--- src/hw/rtl/mepm_pkg.sv ---
package mepm_pkg;

    localparam int unsigned POOL_SECTIONS = 8;
    localparam int unsigned SECTION_BYTES = 16;

    typedef enum logic [1:0] {
        OP_ABSORB = 2'd0,
        OP_SET_SEC = 2'd1,
        OP_READ = 2'd2,
        OP_WRITE = 2'd3
    } t_opcode;

    typedef enum logic [2:0] {
        ST_IDLE,
        ST_LOAD,
        ST_ROUND,
        ST_ADD,
        ST_XOR,
        ST_RESP
    } t_state;

    // Handshake between the sequencer and the MD5 round engine.
    typedef struct packed {
        logic init;
        logic load;
        logic step;
        logic fold;
    } t_md5_ctl;

    function automatic logic [31:0] md5_k(input logic [5:0] i);
        logic [31:0] k [64];
        k = '{
            32'hd76aa478, 32'he8c7b756, 32'h242070db, 32'hc1bdceee,
            32'hf57c0faf, 32'h4787c62a, 32'ha8304613, 32'hfd469501,
            32'h698098d8, 32'h8b44f7af, 32'hffff5bb1, 32'h895cd7be,
            32'h6b901122, 32'hfd987193, 32'ha679438e, 32'h49b40821,
            32'hf61e2562, 32'hc040b340, 32'h265e5a51, 32'he9b6c7aa,
            32'hd62f105d, 32'h02441453, 32'hd8a1e681, 32'he7d3fbc8,
            32'h21e1cde6, 32'hc33707d6, 32'hf4d50d87, 32'h455a14ed,
            32'ha9e3e905, 32'hfcefa3f8, 32'h676f02d9, 32'h8d2a4c8a,
            32'hfffa3942, 32'h8771f681, 32'h6d9d6122, 32'hfde5380c,
            32'ha4beea44, 32'h4bdecfa9, 32'hf6bb4b60, 32'hbebfbc70,
            32'h289b7ec6, 32'heaa127fa, 32'hd4ef3085, 32'h04881d05,
            32'hd9d4d039, 32'he6db99e5, 32'h1fa27cf8, 32'hc4ac5665,
            32'hf4292244, 32'h432aff97, 32'hab9423a7, 32'hfc93a039,
            32'h655b59c3, 32'h8f0ccc92, 32'hffeff47d, 32'h85845dd1,
            32'h6fa87e4f, 32'hfe2ce6e0, 32'ha3014314, 32'h4e0811a1,
            32'hf7537e82, 32'hbd3af235, 32'h2ad7d2bb, 32'heb86d391
        };
        return k[i];
    endfunction

    function automatic logic [4:0] md5_s(input logic [5:0] i);
        logic [4:0] s;
        unique case ({i[5:4], i[1:0]})
            4'h0: s = 5'd7;   4'h1: s = 5'd12;  4'h2: s = 5'd17;  4'h3: s = 5'd22;
            4'h4: s = 5'd5;   4'h5: s = 5'd9;   4'h6: s = 5'd14;  4'h7: s = 5'd20;
            4'h8: s = 5'd4;   4'h9: s = 5'd11;  4'ha: s = 5'd16;  4'hb: s = 5'd23;
            4'hc: s = 5'd6;   4'hd: s = 5'd10;  4'he: s = 5'd15;  default: s = 5'd21;
        endcase
        return s;
    endfunction

    function automatic logic [3:0] md5_g(input logic [5:0] i);
        logic [3:0] g;
        unique case (i[5:4])
            2'd0: g = i[3:0];
            2'd1: g = 4'(5 * i[3:0] + 1);
            2'd2: g = 4'(3 * i[3:0] + 5);
            default: g = 4'(7 * i[3:0]);
        endcase
        return g;
    endfunction

endpackage

--- src/hw/rtl/mepm_if.sv ---
interface mepm_in_if;
    logic       valid;
    logic       ready;
    logic [1:0] opcode;
    logic [7:0] data_byte;
    logic       last_byte;
    logic [6:0] pool_index;
    logic [2:0] section;
    modport source (output valid, opcode, data_byte, last_byte, pool_index, section,
                    input ready);
    modport sink (input valid, opcode, data_byte, last_byte, pool_index, section,
                  output ready);
endinterface

interface mepm_out_if;
    logic       valid;
    logic       ready;
    logic [7:0] read_byte;
    logic       chunk_mixed;
    modport source (output valid, read_byte, chunk_mixed, input ready);
    modport sink (input valid, read_byte, chunk_mixed, output ready);
endinterface

--- src/hw/rtl/mepm_md5_round.sv ---
// One MD5 step per cycle while i_ctl.step is high, on a shared adder/rotate datapath.
module mepm_md5_round (
    input  logic                 i_clk,
    input  mepm_pkg::t_md5_ctl   i_ctl,
    input  logic [5:0]           i_rnd,
    input  logic [3:0]           i_widx,
    input  logic [31:0]          i_word,
    output logic [127:0]         o_digest
);
    logic [31:0] r_w [16];
    logic [31:0] r_a, r_b, r_c, r_d;
    logic [31:0] r_h0, r_h1, r_h2, r_h3;
    logic [31:0] f, sum, rot;
    logic [4:0]  sh;

    always_comb begin
        unique case (i_rnd[5:4])
            2'd0: f = (r_b & r_c) | (~r_b & r_d);
            2'd1: f = (r_b & r_d) | (r_c & ~r_d);
            2'd2: f = r_b ^ r_c ^ r_d;
            default: f = r_c ^ (r_b | ~r_d);
        endcase
        sum = r_a + f + mepm_pkg::md5_k(i_rnd) + r_w[mepm_pkg::md5_g(i_rnd)];
        sh  = mepm_pkg::md5_s(i_rnd);
        rot = (sum << sh) | (sum >> (6'd32 - {1'b0, sh}));
    end

    always_ff @(posedge i_clk) begin
        if (i_ctl.load) begin
            r_w[i_widx] <= i_word;
        end
        if (i_ctl.init) begin
            r_h0 <= 32'h67452301; r_h1 <= 32'hefcdab89;
            r_h2 <= 32'h98badcfe; r_h3 <= 32'h10325476;
            r_a <= 32'h67452301; r_b <= 32'hefcdab89;
            r_c <= 32'h98badcfe; r_d <= 32'h10325476;
        end else if (i_ctl.step) begin
            r_a <= r_d;
            r_d <= r_c;
            r_c <= r_b;
            r_b <= r_b + rot;
        end else if (i_ctl.fold) begin
            r_h0 <= r_h0 + r_a; r_h1 <= r_h1 + r_b;
            r_h2 <= r_h2 + r_c; r_h3 <= r_h3 + r_d;
            r_a <= r_h0 + r_a; r_b <= r_h1 + r_b;
            r_c <= r_h2 + r_c; r_d <= r_h3 + r_d;
        end
    end

    assign o_digest = {r_h3, r_h2, r_h1, r_h0};
endmodule

--- src/hw/rtl/md5_entropy_pool_mixer_core.sv ---
// Ops 1..3 and an absorb that leaves the chunk open go through ST_RESP to a registered
// response valid; a new request is only taken once the response has been taken.
// Chunk mix on the single MD5 step unit: per 64-byte block every byte is fetched by a
// registered pool read, then 64 rounds and 1 fold, up to (16*P + 88)/64 blocks, then
// the digest is XORed into the current section before the response. One at a time.
// Reset (synchronous, i_rst_n low) starts a clear of the whole pool, run after release, ready low.
module md5_entropy_pool_mixer_core #(
    parameter int unsigned POOL_SECTIONS = mepm_pkg::POOL_SECTIONS
) (
    input  logic         i_clk,
    input  logic         i_rst_n,
    mepm_in_if.sink      i_req,
    mepm_out_if.source   o_rsp
);
    localparam int unsigned PB    = POOL_SECTIONS * 16;
    localparam int unsigned PW    = $clog2(PB);
    localparam int unsigned SW    = $clog2(POOL_SECTIONS);
    localparam int unsigned MAXL  = 16 + PB;
    localparam int unsigned NBLK  = (MAXL + 8) / 64 + 1;
    localparam int unsigned MW    = $clog2(NBLK * 64 + 1);

    mepm_pkg::t_state r_st, n_st;
    mepm_pkg::t_md5_ctl ctl;

    logic [7:0]  r_pool [PB];
    logic [7:0]  r_chunk [16];
    logic [4:0]  r_fill;
    logic [SW-1:0] r_sec;
    logic        r_clr;
    logic [PW:0] r_ccnt;

    logic [1:0]  r_op;
    logic [7:0]  r_dat;
    logic        r_last;
    logic [6:0]  r_idx;
    logic [7:0]  r_rd, r_pool_q;
    logic        r_mixed;
    logic        r_rsp_v;

    logic [MW-1:0] r_len;   // message bytes
    logic [MW-1:0] r_pos;   // byte position being fetched
    logic [1:0]  r_bsel;
    logic [31:0] r_word;
    logic [3:0]  r_wcnt;
    logic [5:0]  r_rnd;
    logic [4:0]  r_xcnt;
    logic        r_wr_ld;
    logic [127:0] digest;

    // Byte of the padded message at r_pos (chunk, pool, pad, length).
    logic [MW-1:0] pool_off, pad_end;
    logic [MW+2:0] bits;
    logic [7:0]    mbyte;
    logic [PW-1:0] raddr;
    logic          in_pool;

    always_comb begin
        pool_off = r_pos - MW'(r_fill);
        pad_end  = MW'(((r_len + 8) >> 6) + 1) << 6;
        bits     = {r_len, 3'b000};
        in_pool  = (r_pos >= MW'(r_fill)) && (r_pos < r_len);
        raddr    = PW'(pool_off);
        if (r_st == mepm_pkg::ST_XOR) raddr = PW'({r_sec, r_xcnt[3:0]});
        if (r_st == mepm_pkg::ST_IDLE) raddr = PW'(i_req.pool_index);
    end

    always_comb begin
        if (r_pos < MW'(r_fill)) mbyte = r_chunk[r_pos[3:0]];
        else if (in_pool) mbyte = r_pool_q;
        else if (r_pos == r_len) mbyte = 8'h80;
        else if (r_pos >= pad_end - MW'(8))
            mbyte = 8'((bits >> {r_pos[2:0], 3'b000}) & 8'hff);
        else mbyte = 8'h00;
    end

    logic accept, pend_mix, fetch;
    assign accept = i_req.valid & i_req.ready;
    assign i_req.ready = (r_st == mepm_pkg::ST_IDLE) && !r_clr && !r_rsp_v;
    assign pend_mix = (r_op == mepm_pkg::OP_ABSORB) &&
                      (r_last || r_fill == 5'd16);
    assign fetch = (r_st == mepm_pkg::ST_LOAD);

    // Section request value reduced below POOL_SECTIONS by compare and subtract.
    logic [3:0] sec_mod;
    always_comb begin
        sec_mod = {1'b0, i_req.section};
        for (int j = 0; j < 3; j++) begin
            if (32'(sec_mod) >= POOL_SECTIONS) sec_mod = sec_mod - 4'(POOL_SECTIONS);
        end
    end

    always_comb begin
        n_st = r_st;
        unique case (r_st)
            mepm_pkg::ST_IDLE: if (accept) n_st = mepm_pkg::ST_RESP;
            mepm_pkg::ST_RESP: begin
                if (pend_mix) n_st = mepm_pkg::ST_LOAD;
                else n_st = mepm_pkg::ST_IDLE;
            end
            mepm_pkg::ST_LOAD:
                if (r_wr_ld && r_wcnt == 4'd15 && r_bsel == 2'd3) n_st = mepm_pkg::ST_ROUND;
            mepm_pkg::ST_ROUND: if (r_rnd == 6'd63) n_st = mepm_pkg::ST_ADD;
            mepm_pkg::ST_ADD: begin
                if (r_pos >= pad_end) n_st = mepm_pkg::ST_XOR;
                else n_st = mepm_pkg::ST_LOAD;
            end
            mepm_pkg::ST_XOR: if (r_xcnt == 5'd16) n_st = mepm_pkg::ST_IDLE;
            default: n_st = mepm_pkg::ST_IDLE;
        endcase
    end

    always_comb begin
        ctl = '0;
        ctl.init = (r_st == mepm_pkg::ST_RESP) && pend_mix;
        ctl.load = fetch && r_wr_ld && r_bsel == 2'd3;
        ctl.step = (r_st == mepm_pkg::ST_ROUND);
        ctl.fold = (r_st == mepm_pkg::ST_ADD);
    end

    mepm_md5_round u_round (
        .i_clk    (i_clk),
        .i_ctl    (ctl),
        .i_rnd    (r_rnd),
        .i_widx   (r_wcnt),
        .i_word   ({mbyte, r_word[31:8]}),
        .o_digest (digest)
    );

    // Pool RAM: one write port, registered read.
    logic          pw_en;
    logic [PW-1:0] pw_addr;
    logic [7:0]    pw_dat;
    always_comb begin
        pw_en = 1'b0; pw_addr = PW'(r_ccnt); pw_dat = 8'h00;
        if (r_clr) begin
            pw_en = 1'b1;
        end else if (r_st == mepm_pkg::ST_XOR && r_xcnt != 5'd0) begin
            pw_en   = 1'b1;
            pw_addr = PW'({r_sec, 4'(r_xcnt - 5'd1)});
            pw_dat  = r_pool_q ^ 8'(digest >> {4'(r_xcnt - 5'd1), 3'b000});
        end else if (r_st == mepm_pkg::ST_RESP && r_op == mepm_pkg::OP_WRITE &&
                     32'(r_idx) < PB) begin
            pw_en = 1'b1; pw_addr = PW'(r_idx); pw_dat = r_dat;
        end
    end

    always_ff @(posedge i_clk) begin
        if (pw_en) r_pool[pw_addr] <= pw_dat;
        r_pool_q <= r_pool[raddr];
    end

    always_ff @(posedge i_clk) begin
        if (!i_rst_n) begin
            r_st <= mepm_pkg::ST_IDLE;
            r_clr <= 1'b1; r_ccnt <= '0;
            r_fill <= '0; r_sec <= '0; r_rsp_v <= 1'b0;
            r_op <= mepm_pkg::OP_SET_SEC; r_last <= 1'b0;
        end else begin
            r_st <= n_st;
            if (r_clr) begin
                r_ccnt <= r_ccnt + 1'b1;
                if (r_ccnt == (PW+1)'(PB - 1)) r_clr <= 1'b0;
            end
            if (o_rsp.valid && o_rsp.ready) r_rsp_v <= 1'b0;
            if (accept) begin
                r_op <= i_req.opcode; r_dat <= i_req.data_byte;
                r_last <= i_req.last_byte; r_idx <= i_req.pool_index;
                if (i_req.opcode == mepm_pkg::OP_ABSORB) begin
                    if (r_fill < 5'd16) r_chunk[r_fill[3:0]] <= i_req.data_byte;
                    r_fill <= r_fill + 1'b1;
                end
                if (i_req.opcode == mepm_pkg::OP_SET_SEC)
                    r_sec <= SW'(sec_mod);
            end
            if (r_st == mepm_pkg::ST_RESP) begin
                r_rd <= (r_op == mepm_pkg::OP_READ && 32'(r_idx) < PB) ? r_pool_q : 8'h00;
                r_mixed <= pend_mix;
                r_len <= MW'(r_fill) + MW'(PB);
                r_pos <= '0; r_bsel <= '0; r_wcnt <= '0; r_wr_ld <= 1'b0;
                r_rnd <= '0; r_xcnt <= '0;
                if (!pend_mix) r_rsp_v <= 1'b1;
            end
            // Byte fetch: address presented while r_wr_ld is low, RAM data valid next, with r_wr_ld high.
            if (fetch) begin
                r_wr_ld <= !r_wr_ld;
                if (r_wr_ld) begin
                    r_word <= {mbyte, r_word[31:8]};
                    r_bsel <= r_bsel + 1'b1;
                    if (r_bsel == 2'd3) r_wcnt <= r_wcnt + 1'b1;
                    r_pos <= r_pos + 1'b1;
                end
            end
            if (r_st == mepm_pkg::ST_ROUND) r_rnd <= r_rnd + 1'b1;
            if (r_st == mepm_pkg::ST_XOR) begin
                r_xcnt <= r_xcnt + 1'b1;
                if (r_xcnt == 5'd16) begin
                    r_sec <= (32'(r_sec) == POOL_SECTIONS - 1) ? '0 : r_sec + 1'b1;
                    r_fill <= '0;
                    r_rsp_v <= 1'b1;
                end
            end
        end
    end

    assign o_rsp.valid = r_rsp_v;
    assign o_rsp.read_byte = r_rd;
    assign o_rsp.chunk_mixed = r_mixed;

    a_ready_idle: assert property (@(posedge i_clk) disable iff (!i_rst_n)
        i_req.ready |-> r_st == mepm_pkg::ST_IDLE) else $error("ready while busy");
    a_fill_bound: assert property (@(posedge i_clk) disable iff (!i_rst_n)
        r_fill <= 5'd16) else $error("chunk fill overflow");
    a_mix_fill: assert property (@(posedge i_clk) disable iff (!i_rst_n)
        (o_rsp.valid && o_rsp.chunk_mixed) |-> r_fill == 5'd0)
        else $error("fill not cleared after mix");
endmodule
--- src/flat_wrapper.sv ---
// flat-port wrapper written by rule: the top's interface ports become plain ports
module md5_entropy_pool_mixer_core_flat 
#(
    parameter int unsigned POOL_SECTIONS = mepm_pkg::POOL_SECTIONS
)
  (i_clk, i_rst_n, i_req_valid, i_req_opcode, i_req_data_byte, i_req_last_byte, i_req_pool_index, i_req_section, i_req_ready, o_rsp_valid, o_rsp_read_byte, o_rsp_chunk_mixed, o_rsp_ready);
  mepm_in_if i_req_i ();
  mepm_out_if o_rsp_i ();
  input  logic i_clk;
  input  logic i_rst_n;
  input wire logic [$bits(i_req_i.valid)-1:0] i_req_valid;
  input wire logic [$bits(i_req_i.opcode)-1:0] i_req_opcode;
  input wire logic [$bits(i_req_i.data_byte)-1:0] i_req_data_byte;
  input wire logic [$bits(i_req_i.last_byte)-1:0] i_req_last_byte;
  input wire logic [$bits(i_req_i.pool_index)-1:0] i_req_pool_index;
  input wire logic [$bits(i_req_i.section)-1:0] i_req_section;
  output wire logic [$bits(i_req_i.ready)-1:0] i_req_ready;
  output wire logic [$bits(o_rsp_i.valid)-1:0] o_rsp_valid;
  output wire logic [$bits(o_rsp_i.read_byte)-1:0] o_rsp_read_byte;
  output wire logic [$bits(o_rsp_i.chunk_mixed)-1:0] o_rsp_chunk_mixed;
  input wire logic [$bits(o_rsp_i.ready)-1:0] o_rsp_ready;
  assign i_req_i.valid = i_req_valid;
  assign i_req_i.opcode = i_req_opcode;
  assign i_req_i.data_byte = i_req_data_byte;
  assign i_req_i.last_byte = i_req_last_byte;
  assign i_req_i.pool_index = i_req_pool_index;
  assign i_req_i.section = i_req_section;
  assign i_req_ready = i_req_i.ready;
  assign o_rsp_valid = o_rsp_i.valid;
  assign o_rsp_read_byte = o_rsp_i.read_byte;
  assign o_rsp_chunk_mixed = o_rsp_i.chunk_mixed;
  assign o_rsp_i.ready = o_rsp_ready;
  md5_entropy_pool_mixer_core #(.POOL_SECTIONS(POOL_SECTIONS)) u_core (.i_clk(i_clk), .i_rst_n(i_rst_n), .i_req(i_req_i), .o_rsp(o_rsp_i));
endmodule
--- config.mk ---
export PLATFORM = sky130hd
export DESIGN_NAME = md5_entropy_pool_mixer_core_flat
export DESIGN_NICKNAME = d
export VERILOG_FILES = /design/src/hw/rtl/mepm_pkg.sv /design/src/hw/rtl/mepm_if.sv /design/src/hw/rtl/mepm_md5_round.sv /design/src/hw/rtl/md5_entropy_pool_mixer_core.sv /design/src/flat_wrapper.sv
export SDC_FILE = /design/constraint.sdc
export NUM_CORES = 2
export LEC_CHECK = 0
export BUFFER_PORTS_ARGS = -buffer_cell sky130_fd_sc_hd__buf_2
export CORE_UTILIZATION = 55
export CTS_CLUSTER_DIAMETER = 120
export DETAILED_ROUTE_END_ITERATION = 8
export PLACE_DENSITY_LB_ADDON = 0.2
export SKIP_CTS_REPAIR_TIMING = 1
export SLEW_MARGIN = 20
export SYNTH_ARGS = -nofsm -noshare
export SYNTH_HDL_FRONTEND = slang
export SYNTH_SLANG_ARGS = --single-unit
--- constraint.sdc ---
create_clock -name i_clk -period 10 [get_ports i_clk]
set_input_delay 2 -clock i_clk [delete_from_list [all_inputs] [get_ports i_clk]]
set_output_delay 2 -clock i_clk [all_outputs]
set_load 0.01 [all_outputs]
==> impl_metrics.csv <==
group,metric,value,unit
finish,num-fill-cells,13360,
placement,dp_cells,9630,
drt,wl_per_cell,28.23,um
grt,busiest_layer,"met2",
drt,vias,64770,
setup_path,crit_type,"reg2reg",
drt,vias_per_cell,6.466,
logic_synthesis,yosysTopAreaCellShare,52.76,%
grt,grt_pass1_wl,414600,um
finish,final_layout_size_suffix_gt1_share,16.87,%
grt,grt_pass1_vias,62400,
min_path,holdPathStages,2,
grt,grt_usage,30.96,%
power_and_ir_drop,p_per_area,201.6,nW/um2
sta,hold_viol,0,
finish,nets,7833,
setup_path,endpoint_kind,"flop",
min_path,hp-class,"reg2reg",
floorplan,dieArea,182100,um2
setup_path,required,10.67,ns
setup_path,crit_top_cell,"buf_4",
sta,max_slew.worst_pin.slew,1.111,ns
setup_path,crit_fanout,13,
run,drv_cap,0,
setup_path,crit_path_top_delay_cell,"mux4_2",
logic_synthesis,synth-main-ff-cell,"edfxtp_1",
placement,place_ws,-0.01748,ns
clocking,clk_pin_slew,0.07,ns
logic_synthesis,synthTopCellsByArea,"edfxtp_1, mux4_2, dfxtp_1",
setup_path,arrival,10.15,ns
grt,grt_max_degree,131,
clocking,cts-buffers-inserted,203,
drt,drt_wl_total,282700,um
sta,max_freq,0.1055,GHz
setup_path,worst_r2r_path_depth,41,
drt,ant_nets,0,
grt,gr-total-overflow,0,
finish,syn2layout_area_growth,11.40,%
power_and_ir_drop,leakagePower,36.57,nW
logic_synthesis,synth_nets,7732,
logic_synthesis,synthCells,7386,
logic_synthesis,yosys.area.top_type,"edfxtp_1",
floorplan,rows,155,
logic_synthesis,ys_ff_latch,2040,
logic_synthesis,syn-cell-area,99200,um2
logic_synthesis,syn_area_per_cell,13.43,um2
setup_path,start_kind,"flop",
floorplan,die_h,426.7,um
placement,port_buffers,35,
grt,met2_usage,47.63,%
sta,slew_viol_final,0,
setup_path,critPathMaxStageDelay,0.54,ns
logic_synthesis,yosys_warnings,0,
clocking,cts_tree,"done",
drt,drtIter0Drc,7746,
sta,period_needed,9.475,ns
logic_synthesis,synthDistinctLibCells,87,
clocking,htree_levels,4,
sta,timing.slew.headroom,25.13,%
sta,fin_ws,0.5253,ns
logic_synthesis,synthArstFlopShare,0,%
floorplan,die_w,426.7,um
logic_synthesis,synth_most_common_cell,"edfxtp_1",
grt,antenna_found_initial,7,
sta,rsz0062_at_grt,"yes",
clocking,clockRootBuffer,"clkbuf_16",
finish,fin_cells,10020,
placement,place_congestion,1.012,
logic_synthesis,ys_seq_area_share,58.76,%
placement,hpwlAfterDp,187100,um
run_status,outcome,"finished clean",
power_and_ir_drop,p_total,22.28,mW
clocking,clock_sinks,2040,
grt,use_met3,4.761,%
logic_synthesis,ys_top_cells_by_count,"edfxtp_1, nor2_1, nand2_1",
clocking,clock_latency,0.88,ns
floorplan,initial_core_util,55.48,%
grt,grtUsageMet1,43.96,%
clocking,cts_max_path_buffers,3,
sta,min_period_over_period,94.75,%
floorplan,core,178800,um2
sta,skew,0.08668,ns
logic_synthesis,synth-edff-count,1743,
sta,setup_viol_count_final,0,
drt,drc,0,
drt,first_pass_iters,6,
floorplan,ioPinCount,36,
power_and_ir_drop,ir_worst_vdd,0.1829,mV
## through the flow
stage                     utilization, %  instance area (um2)  TNS [ns]  hold WS (ns)
after detailed placement           57.84               103400  -0.02794        0.4688
after floorplan                        -                99250   -0.1216        0.4064
final                              61.80               110500         0        0.4785
after global placement             57.84               103400         0        0.4517
after global routing               61.80               110500   -0.2888        0.4896
after CTS                          61.65               110200  -0.04039        0.4779
## cell usage in the layout, fill, tap and decap left out, types with 30 or more instances in the layout
cell type,synthesis,final
edfxtp_1,1743,1743
nor2_1,598,588
nand2_1,581,579
a21oi_1,568,545
mux4_2,483,482
dfxtp_1,297,294
buf_4,2,294
o21ai_0,279,266
inv_1,262,261
ha_1,250,246
mux2i_1,226,224
clkbuf_16,0,206
a211oi_1,205,197
xnor2_1,186,184
nor2b_1,105,104
xor2_1,100,99
a21o_1,99,99
o211ai_1,80,80
nor3_1,76,74
fa_1,71,71
a31oi_1,71,69
nand3_1,70,68
mux2_2,52,52
o22ai_1,48,48
clkinv_1,2,47
clkbuf_1,329,42
buf_2,39,35
nand2b_1,35,34
o21bai_1,30,30
a22oi_1,32,30
## path summary, 6_finish.rpt
path / from / to / slack [ns]
max: u_core.r_rnd[0] / u_core.u_round.r_b[30] / 0.53
min: u_core.u_round.r_h1[16] / u_core.u_round.r_h1[16] / 0.48
max reg2reg: u_core.r_rnd[0] / u_core.u_round.r_b[30] / 0.53
min reg2reg: u_core.u_round.r_h1[16] / u_core.u_round.r_h1[16] / 0.48
## flip-flops by register name, indices dropped and copies added (netlist names), 7 cells and up, named ones only
register and cells:
u_core.u_round.r_h2 32, u_core.r_chunk 128, u_core.r_dat 8, u_core.u_round.r_b 32, u_core.r_pool_q 8, u_core.r_pool 1024
u_core.r_pos 8, u_core.u_round.r_c 32, u_core.u_round.r_h0 32, u_core.r_idx 7, u_core.o_rsp.read_byte 8, u_core.r_word 24
u_core.r_ccnt 8, u_core.u_round.r_a 32, u_core.u_round.r_h1 32, u_core.u_round.r_d 32, u_core.u_round.r_w 512, u_core.u_round.r_h3 32
## cells by family (layout without fill, tap and decap cells)
kind of cell / count (synthesis) / after routing / synth area share (%)
flip-flops: 2040 / 2040 / 58.76
AO/OA/AOI/OAI: 1642 / 1642 / 10.39
AND/OR/NAND/NOR: 1616 / 1616 / 7.096
multiplexers: 761 / 761 / 13.84
buffers and inverters: 719 / 991 / 2.792
adder cells (fa/ha/maj): 321 / 321 / 4.586
XOR/XNOR: 287 / 287 / 2.541
other: 0 / 4 / 0
## report_power, final
| part | switching [mW] | total (mW) | internal [mW] |
|---|---|---|---|
| registers | 0.292 | 9.55 | 9.25 |
| logic | 2.96 | 4.99 | 2.04 |
| clock network | 3.33 | 7.74 | 4.41 |
## worst max-delay path, delay by kind of cell (launching register included)
family,cells,cell delay [ns]
multiplexers,3,0.89
buffers and inverters,6,0.91
XOR/XNOR,1,0.27
AO/OA/AOI/OAI,18,3.48
AND/OR/NAND/NOR,7,1.24
flip-flops,1,0.37
adder cells (fa/ha/maj),6,2.13
## routing by layer
layer	vias up	part of all wire, %
met1	32710	41
met5	-	0.015
met4	6	4.9
met3	614	8.0
met2	2969	46
li1	28480	-
## area by class of cell
type | count | area, um2 | share of cell area (%)
Tap cell | 2355 | 2947 | 2.666
Multi-Input combinational cell | 4627 | 38660 | 34.98
Timing Repair Buffer | 349 | 2786 | 2.521
Clock inverter | 122 | 1431 | 1.295
Inverter | 266 | 998.5 | 0.9035
Sequential cell | 2040 | 58290 | 52.75
Clock buffer | 254 | 5384 | 4.872
Antenna cell | 4 | 10.01 | 0.009058
Power figures use the tool's default switching activity.
